$ cat src/rtl/eec_pkg.sv
// Package for the extended Euclid unit: sequencer state type.
package eec_pkg;

    typedef enum logic [2:0] {
        ST_IDLE,
        ST_CHECK,
        ST_DIVIDE,
        ST_UPDATE,
        ST_FINISH
    } eec_state_t;

endpackage

$ cat src/rtl/extended_euclid_coefficient.sv
// Extended Euclid unit: Bezout coefficient of operand a plus the gcd.
//
// Input channel s_*: one beat carries operand_a and operand_b, each
// DATA_WIDTH-1 bits unsigned. Result channel m_*: one beat carries
// bezout_s (DATA_WIDTH bits, two's complement) and gcd_value
// (DATA_WIDTH-1 bits), with a*s + b*t = gcd(a,b). Each input beat yields
// exactly one result beat.
//
// One item is worked on at a time. Every Euclid step is a restoring
// division done one quotient bit per cycle. The product q*s is built in
// the same pass by shift-and-add, followed by the update state and the
// zero-test state. The number of Euclid steps k is at most about 46 at
// the default width, and k is 0 when operand_b is zero.
//
// aresetn is synchronous, active low; it drops any item in flight and any
// pending result. The result sits in an output register: while the
// receiver stalls, s_ready comes back once the next item may start, and
// a finished item waits until the output register is free.
module extended_euclid_coefficient
    import eec_pkg::*;
#(
    parameter int DATA_WIDTH = 32
) (
    input  logic                  aclk,
    input  logic                  aresetn,
    input  logic                  s_valid,
    output logic                  s_ready,
    input  logic [DATA_WIDTH-2:0] s_operand_a,
    input  logic [DATA_WIDTH-2:0] s_operand_b,
    output logic                  m_valid,
    input  logic                  m_ready,
    output logic [DATA_WIDTH-1:0] m_bezout_s,
    output logic [DATA_WIDTH-2:0] m_gcd_value
);

    localparam int OpW  = DATA_WIDTH - 1;
    localparam int CntW = $clog2(OpW);
    localparam logic [CntW-1:0] LastCnt = CntW'(OpW - 1);

    eec_state_t state_reg, state_next;

    logic [OpW-1:0]        rp_reg, rc_reg;     // previous / current remainder
    logic [DATA_WIDTH-1:0] cp_reg, cc_reg;     // previous / current coefficient
    logic [DATA_WIDTH-1:0] prod_reg;           // q * cc built MSB first
    logic [OpW-1:0]        dvd_reg;            // dividend shift register
    logic [OpW-1:0]        pr_reg;             // partial remainder
    logic [CntW-1:0]       cnt_reg;

    logic                  m_valid_reg;
    logic [DATA_WIDTH-1:0] m_bezout_s_reg;
    logic [OpW-1:0]        m_gcd_value_reg;

    logic [OpW:0]          trial;
    logic                  q_bit;
    logic                  out_load;

    assign trial = {pr_reg, dvd_reg[OpW-1]} - {1'b0, rc_reg};
    assign q_bit = ~trial[OpW];

    always_comb begin
        state_next = state_reg;
        s_ready    = 1'b0;
        out_load   = 1'b0;
        unique case (state_reg)
            ST_IDLE: begin
                s_ready = 1'b1;
                if (s_valid) begin
                    state_next = ST_CHECK;
                end
            end
            ST_CHECK: begin
                if (rc_reg == '0) begin
                    state_next = ST_FINISH;
                end else begin
                    state_next = ST_DIVIDE;
                end
            end
            ST_DIVIDE: begin
                if (cnt_reg == '0) begin
                    state_next = ST_UPDATE;
                end
            end
            ST_UPDATE: begin
                state_next = ST_CHECK;
            end
            ST_FINISH: begin
                if (!m_valid_reg || m_ready) begin
                    out_load   = 1'b1;
                    state_next = ST_IDLE;
                end
            end
            default: begin
                state_next = ST_IDLE;
            end
        endcase
    end

    always_ff @(posedge aclk) begin
        if (!aresetn) begin
            state_reg <= ST_IDLE;
        end else begin
            state_reg <= state_next;
        end
    end

    always_ff @(posedge aclk) begin
        unique case (state_reg)
            ST_IDLE: begin
                if (s_valid) begin
                    rp_reg <= s_operand_a;
                    rc_reg <= s_operand_b;
                    cp_reg <= DATA_WIDTH'(1);
                    cc_reg <= '0;
                end
            end
            ST_CHECK: begin
                dvd_reg  <= rp_reg;
                pr_reg   <= '0;
                prod_reg <= '0;
                cnt_reg  <= LastCnt;
            end
            ST_DIVIDE: begin
                dvd_reg  <= {dvd_reg[OpW-2:0], 1'b0};
                pr_reg   <= q_bit ? trial[OpW-1:0] : {pr_reg[OpW-2:0], dvd_reg[OpW-1]};
                prod_reg <= {prod_reg[DATA_WIDTH-2:0], 1'b0} + (q_bit ? cc_reg : '0);
                cnt_reg  <= cnt_reg - CntW'(1);
            end
            ST_UPDATE: begin
                rp_reg <= rc_reg;
                rc_reg <= pr_reg;
                cp_reg <= cc_reg;
                cc_reg <= cp_reg - prod_reg;
            end
            default: begin
            end
        endcase
    end

    always_ff @(posedge aclk) begin
        if (!aresetn) begin
            m_valid_reg <= 1'b0;
        end else if (out_load) begin
            m_valid_reg <= 1'b1;
        end else if (m_ready) begin
            m_valid_reg <= 1'b0;
        end
    end

    always_ff @(posedge aclk) begin
        if (out_load) begin
            m_bezout_s_reg  <= cp_reg;
            m_gcd_value_reg <= rp_reg;
        end
    end

    assign m_valid     = m_valid_reg;
    assign m_bezout_s  = m_bezout_s_reg;
    assign m_gcd_value = m_gcd_value_reg;

endmodule

$ cat config.mk
export PLATFORM = sky130hd
export DESIGN_NAME = extended_euclid_coefficient
export DESIGN_NICKNAME = d
export VERILOG_FILES = /design/src/rtl/eec_pkg.sv /design/src/rtl/extended_euclid_coefficient.sv
export SDC_FILE = /design/constraint.sdc
export NUM_CORES = 1
export LEC_CHECK = 0
export ABC_AREA = 1
export BUFFER_PORTS_ARGS = -buffer_cell sky130_fd_sc_hd__buf_2
export CORE_ASPECT_RATIO = 2
export CORE_MARGIN = 2
export CORE_UTILIZATION = 60
export CTS_CLUSTER_SIZE = 10
export DETAILED_ROUTE_END_ITERATION = 6
export PLACE_DENSITY = 0.8
export SYNTH_ARGS = -nofsm -noshare
export SYNTH_HDL_FRONTEND = slang
export SYNTH_SLANG_ARGS = --single-unit
$ cat constraint.sdc
create_clock -name aclk -period 22.8 [get_ports aclk]
set_input_delay 4.56 -clock aclk [delete_from_list [all_inputs] [get_ports aclk]]
set_output_delay 4.56 -clock aclk [all_outputs]
set_load 0.01 [all_outputs]
# After elaboration in Yosys (flattened, before gate mapping)
# Index checks and enable logic that the tools add are counted.
# totals
reg_bits	292
latch_bits	0
ram_bits	0
romBits	0
input_bits	66
out_inout_bits	65
n_memories	0
# op_classes
addsub	4
n_mul	0
div_mod_pow	0
magnitude_cmp	0
n_eq_ne	7
shifts	0
n_mux	24
bitwise_logic	0
n_reduce_logical	10
# op_table
op	n
31-bit case mux with 2 select lines	4
32-bit case mux with 2 select lines	3
32-bit two-way mux	3
31-bit two-way mux	3
32-bit adder	1
32-bit by 31-bit subtractor with 32-bit output	1
32-bit subtractor	1
31-bit zero test	1
3-bit case mux with 5 select lines	1
3-bit two-way mux	4
5-bit case mux with 2 select lines	1
3-bit by 2-bit equality test with 1-bit output, second input constant	2
2-bit inequality test, second input constant	3
2-bit nonzero test	3
5-bit zero test	1
1-bit two-way mux	5
5-bit by 1-bit subtractor with 5-bit output, second input constant	1
3-bit by 1-bit equality test with 1-bit output, second input constant	1
3-bit equality test, second input constant	1
3-bit zero test	1
3-bit AND reduction	1
2-bit AND reduction	1
1-bit zero test	1
1-bit logical OR	1

# Longest topological paths before layout
# logic_depth
ltp_word	5
depth_mapped	32
depth_no_buf	30

# Worst setup path after synthesis
# No wires, ideal clock.
# synth_path
path_kind	input-to-reg
start	input port m_ready
end	register m_bezout_s_reg[0] (netlist: m_bezout_s[0]) (enable)
arrival_ps	10569
required_ps	22160
slack_ps	11591
path_stages	2
cell_sequence	nor2_1 -> nor4_1
# synth_via
elab_chain_len	3
# synth_lines
element	line	rtl
start: declaration	extended_euclid_coefficient.sv:31	input logic m_ready,
1-bit logical OR	extended_euclid_coefficient.sv:87	if (!m_valid_reg || m_ready) begin
1-bit two-way mux	extended_euclid_coefficient.sv:87	
1-bit two-way mux	extended_euclid_coefficient.sv:64	unique case (state_reg)
net out_load	extended_euclid_coefficient.sv:55	logic out_load;
end signal: assignment	extended_euclid_coefficient.sv:151	m_bezout_s_reg <= cp_reg;
end: declaration	extended_euclid_coefficient.sv:50	logic [DATA_WIDTH-1:0] m_bezout_s_reg;
# The timed path passes the listed nets, and every way through them passes these cells.
# A chain may end at the register's enable or synchronous reset.

# Worst setup path after layout
# layout_path
start	input port s_valid
end	register cp_reg[29] (enable)
# layout_via
elab_chain_len	2
# layout_lines
element	line	rtl
start: declaration	extended_euclid_coefficient.sv:26	input logic s_valid,
2-bit inequality test (no source line)	--	
2-bit AND reduction (no source line)	--	
end signal: assignment	extended_euclid_coefficient.sv:131	cp_reg <= cc_reg;
end: declaration	extended_euclid_coefficient.sv:43	logic [DATA_WIDTH-1:0] cp_reg, cc_reg;
# No other way between the ends.

==> metrics.md <==
| Metric | Value |
|---|---|
| Status | `completed` |
| Via count | `13,930` |
| Slack of the worst reg-to-reg path | `16,990 ps` |
| Max Transition Viols Final | `0` |
| Initial DRC count | `1,084` |
| Avg Synthesized Cell Area | `8.848 µm²` |
| Global-route wire length before repair | `74,750 µm` |
| CTS tree | `yes` |
| Worst-skew pair later-pin latency | `530 ps` |
| Clk pwr share | `26.2%` |
| Final setup violation count | `0` |
| Die Ht | `241.2 µm` |
| Antenna Cells | `0` |
| Initial antenna violation count | `0` |
| Dpl cells | `2,355` |
| R2R depth | `24` |
| NetSw | `0.7518 mW` |
| Clock sinks | `292` |
| Critical R2R Launch | `rc_reg[21]$_DFFE_PP_` |
| Hold Path Cell Cnt | `0` |
| CTS resizes | `0` |
| Tmin final | `6152 ps` |
| Initial Util | `61.05%` |
| Synth Instances | `1,908` |
| HP Start | `rp_reg[25]$_DFFE_PP_` |
| Commonest non-fill, non-tap cell in the layout | `nand2_1` |
| Seq pwr share | `37.9%` |
| Routed WL per cell | `20.38 µm` |
| Worst path required time | `22,930 ps` |
| Commonest non-fill, non-tap cells in the layout | `452 x nand2_1, 288 x edfxtp_1, 231 x inv_1` |
| Syn. warnings | `0` |
| Largest net degree at the start of global routing | `74` |
| Post-synthesis sequential area ratio | `51.70%` |
| Clock skew | `24.69 ps` |
| Worst Path Arrival | `6280 ps` |
| Nets | `2,202` |
| Sw frac | `38.72%` |
| GRT overflow | `0` |
| PwrDens | `103.0 nW/µm²` |
| Hold Path Class | `flop to flop` |
| Total routed wirelength | `48,960 µm` |
| Hold Crit Endpoint | `m_gcd_value[25]$_DFFE_PP_` |
| DR vias/cell | `5.797` |
| Clock root buffer | `clkbuf_16` |
| Yosys reg bits | `292` |
| Slew HR | `24.56%` |
| PortBufs | `130` |
| Final Hold Viols | `0` |
| Cell taking the most area after synthesis | `edfxtp_1` |
| Die ar. | `29,580 µm²` |
| Clock-pin slew on the worst setup and hold paths | `50 ps` |
| Mapped cell area | `16,880 µm²` |
| Peak supply drop | `0.00007451 V` |
| Synth unique cells | `47` |
| P_leak | `8.138 nW` |
| WS Path Type | `input port to flop` |
| Final worst path period share | `26.98%` |
| Critical-path maximum fanout | `71` |
| Share of the synthesized area in the top cell type | `51.23%` |
| Worst-margin pin slew | `1122 ps` |
| H-tree levels | `2` |
| Inserted Clock Buffers | `35` |
| Layout cells sized above 1 | `11.12%` |
| Number of global-route vias before repair | `14,310` |
| Layout area overhead | `11.63%` |
| Syn nets | `2,070` |
| Setup bufs post-CTS | `0` |
| Max Fclk | `162.6 MHz` |
| Max Cap Viol | `0` |
| # rows | `86` |
| Final setup TNS | `0 ps` |
| GRT Total Usage | `33.95%` |
| Final cell count without fillers | `2,403` |
| I/O Pins | `131` |
| Int Pwr | `1.190 mW` |
| Capture point of the worst reg-to-reg path | `prod_reg[27]$_SDFFCE_PN0P_` |
| Core ar. | `27,650 µm²` |
| Crit end category | `flop` |
| Die span in x | `122.6 µm` |
| Post-route ant nets | `0` |
| Clock buffer depth | `3` |
| Drt drc | `0` |
| Final HPWL DP | `35,620 µm` |
| Synth area leaders | `edfxtp_1 51%, nand2_1 10%, ha_1 6.9%` |
| Hold-fix buffers, CTS | `0` |
| CP Launch Type | `input port` |
| RSZ-0062 raised after global routing | `no` |
| Final Wtd Congestion | `0.9855` |
| Combinational share of power | `35.9%` |
| First-pass DRT Iterations | `7` |
==> power by group through the flow <==
stage               clock network (mW)  logic, mW  registers [mW]
global route                     0.531      0.768           0.742
CTS                              0.514      0.684           0.735
finish                           0.508      0.698           0.736
detailed placement                   0      0.678           0.745
floorplan                            0      0.496           0.737
global placement                     0      0.667           0.741
==> kinds of logic (layout without fill, tap and decap cells) <==
logic type / count (synthesis) / in the layout / share of synthesized area [%]
and+or+nand+nor: 826 / 826 / 20.61
AOI/OAI and AO/OA: 384 / 384 / 12.37
DFF: 292 / 292 / 51.70
adders and majority gates: 96 / 96 / 7.248
buffers and inverters: 282 / 425 / 6.618
xor gates and xnor gates: 28 / 28 / 1.453
==> worst max-delay path by stage <==
stage / from / to / slack [ps] / cells past startpoint
after CTS: s_valid / cc_reg[30]$_SDFFCE_PN0P_ / 16620 / 4
after global placement: s_valid / cc_reg[22]$_SDFFCE_PN0P_ / 16130 / 4
after global routing: s_valid / cp_reg[27]$_SDFFCE_PN0P_ / 16530 / 4
after floorplan: m_ready / m_bezout_s[0]$_DFFE_PP_ / 11590 / 2
after detailed placement: s_valid / cp_reg[30]$_SDFFCE_PN0P_ / 16080 / 4
final: s_valid / cp_reg[29]$_SDFFCE_PN0P_ / 16650 / 4
==> critical path, stage by stage <==
cell,delay [ps]
buf_2,90
nand2_1,80
nand2_4,600
buf_4,880
==> cell usage after synthesis (all sizes together) <==
master	count
nor3	28
o31ai	5
clkinv	1
xor2	15
ha	93
or2	2
nand2	463
a21o	8
dfxtp	4
o21ai	149
o211ai	5
nand3	48
nand4	14
and2	2
and3	1
buf	9
a21oi	171
or4	1
nor2	253
xnor2	13
inv	238
o21a	11
o21bai	16
a21boi	4
nor3b	2
a21bo	1
a31o	1
fa	3
a31oi	7
o221ai	3
edfxtp	288
a211oi	3
nor4	12
clkbuf	34
==> final cells by class <==
type / count / area [µm²]
Tap cell: 352 / 440.4
Clock inverter: 3 / 28.78
Inverter: 239 / 899.6
Timing Repair Buffer: 138 / 710.7
Clock buffer: 45 / 965.9
Sequential cell: 292 / 8728
Fill cell: 2284 / 8808
Multi-Input combinational cell: 1334 / 7072
==> stage by stage <==
step / setup slack [ps] / instance area, µm² / utilization [%] / power [mW] / hold slack [ps]
floorplan: 11590 / 16880 / - / 1.233 / 426.4
global placement: 16130 / 17850 / 64.55 / 1.408 / 432.0
detailed placement: 16080 / 17850 / 64.55 / 1.423 / 437.9
CTS: 16620 / 18850 / 68.15 / 1.934 / 450.7
global route: 16530 / 18850 / 68.15 / 2.041 / 462.6
finish: 16650 / 18850 / 68.15 / 1.942 / 451.2
==> routing by layer <==
metal	GRT usage (%)	vias up	routed length, µm
met5	0	-	0
met4	25.22	0	4010
met3	4.661	189	2340
met2	63.84	526	26870
met1	32.60	6510	15750
li1	-	6705	-
(Power assumes the default switching activity.)
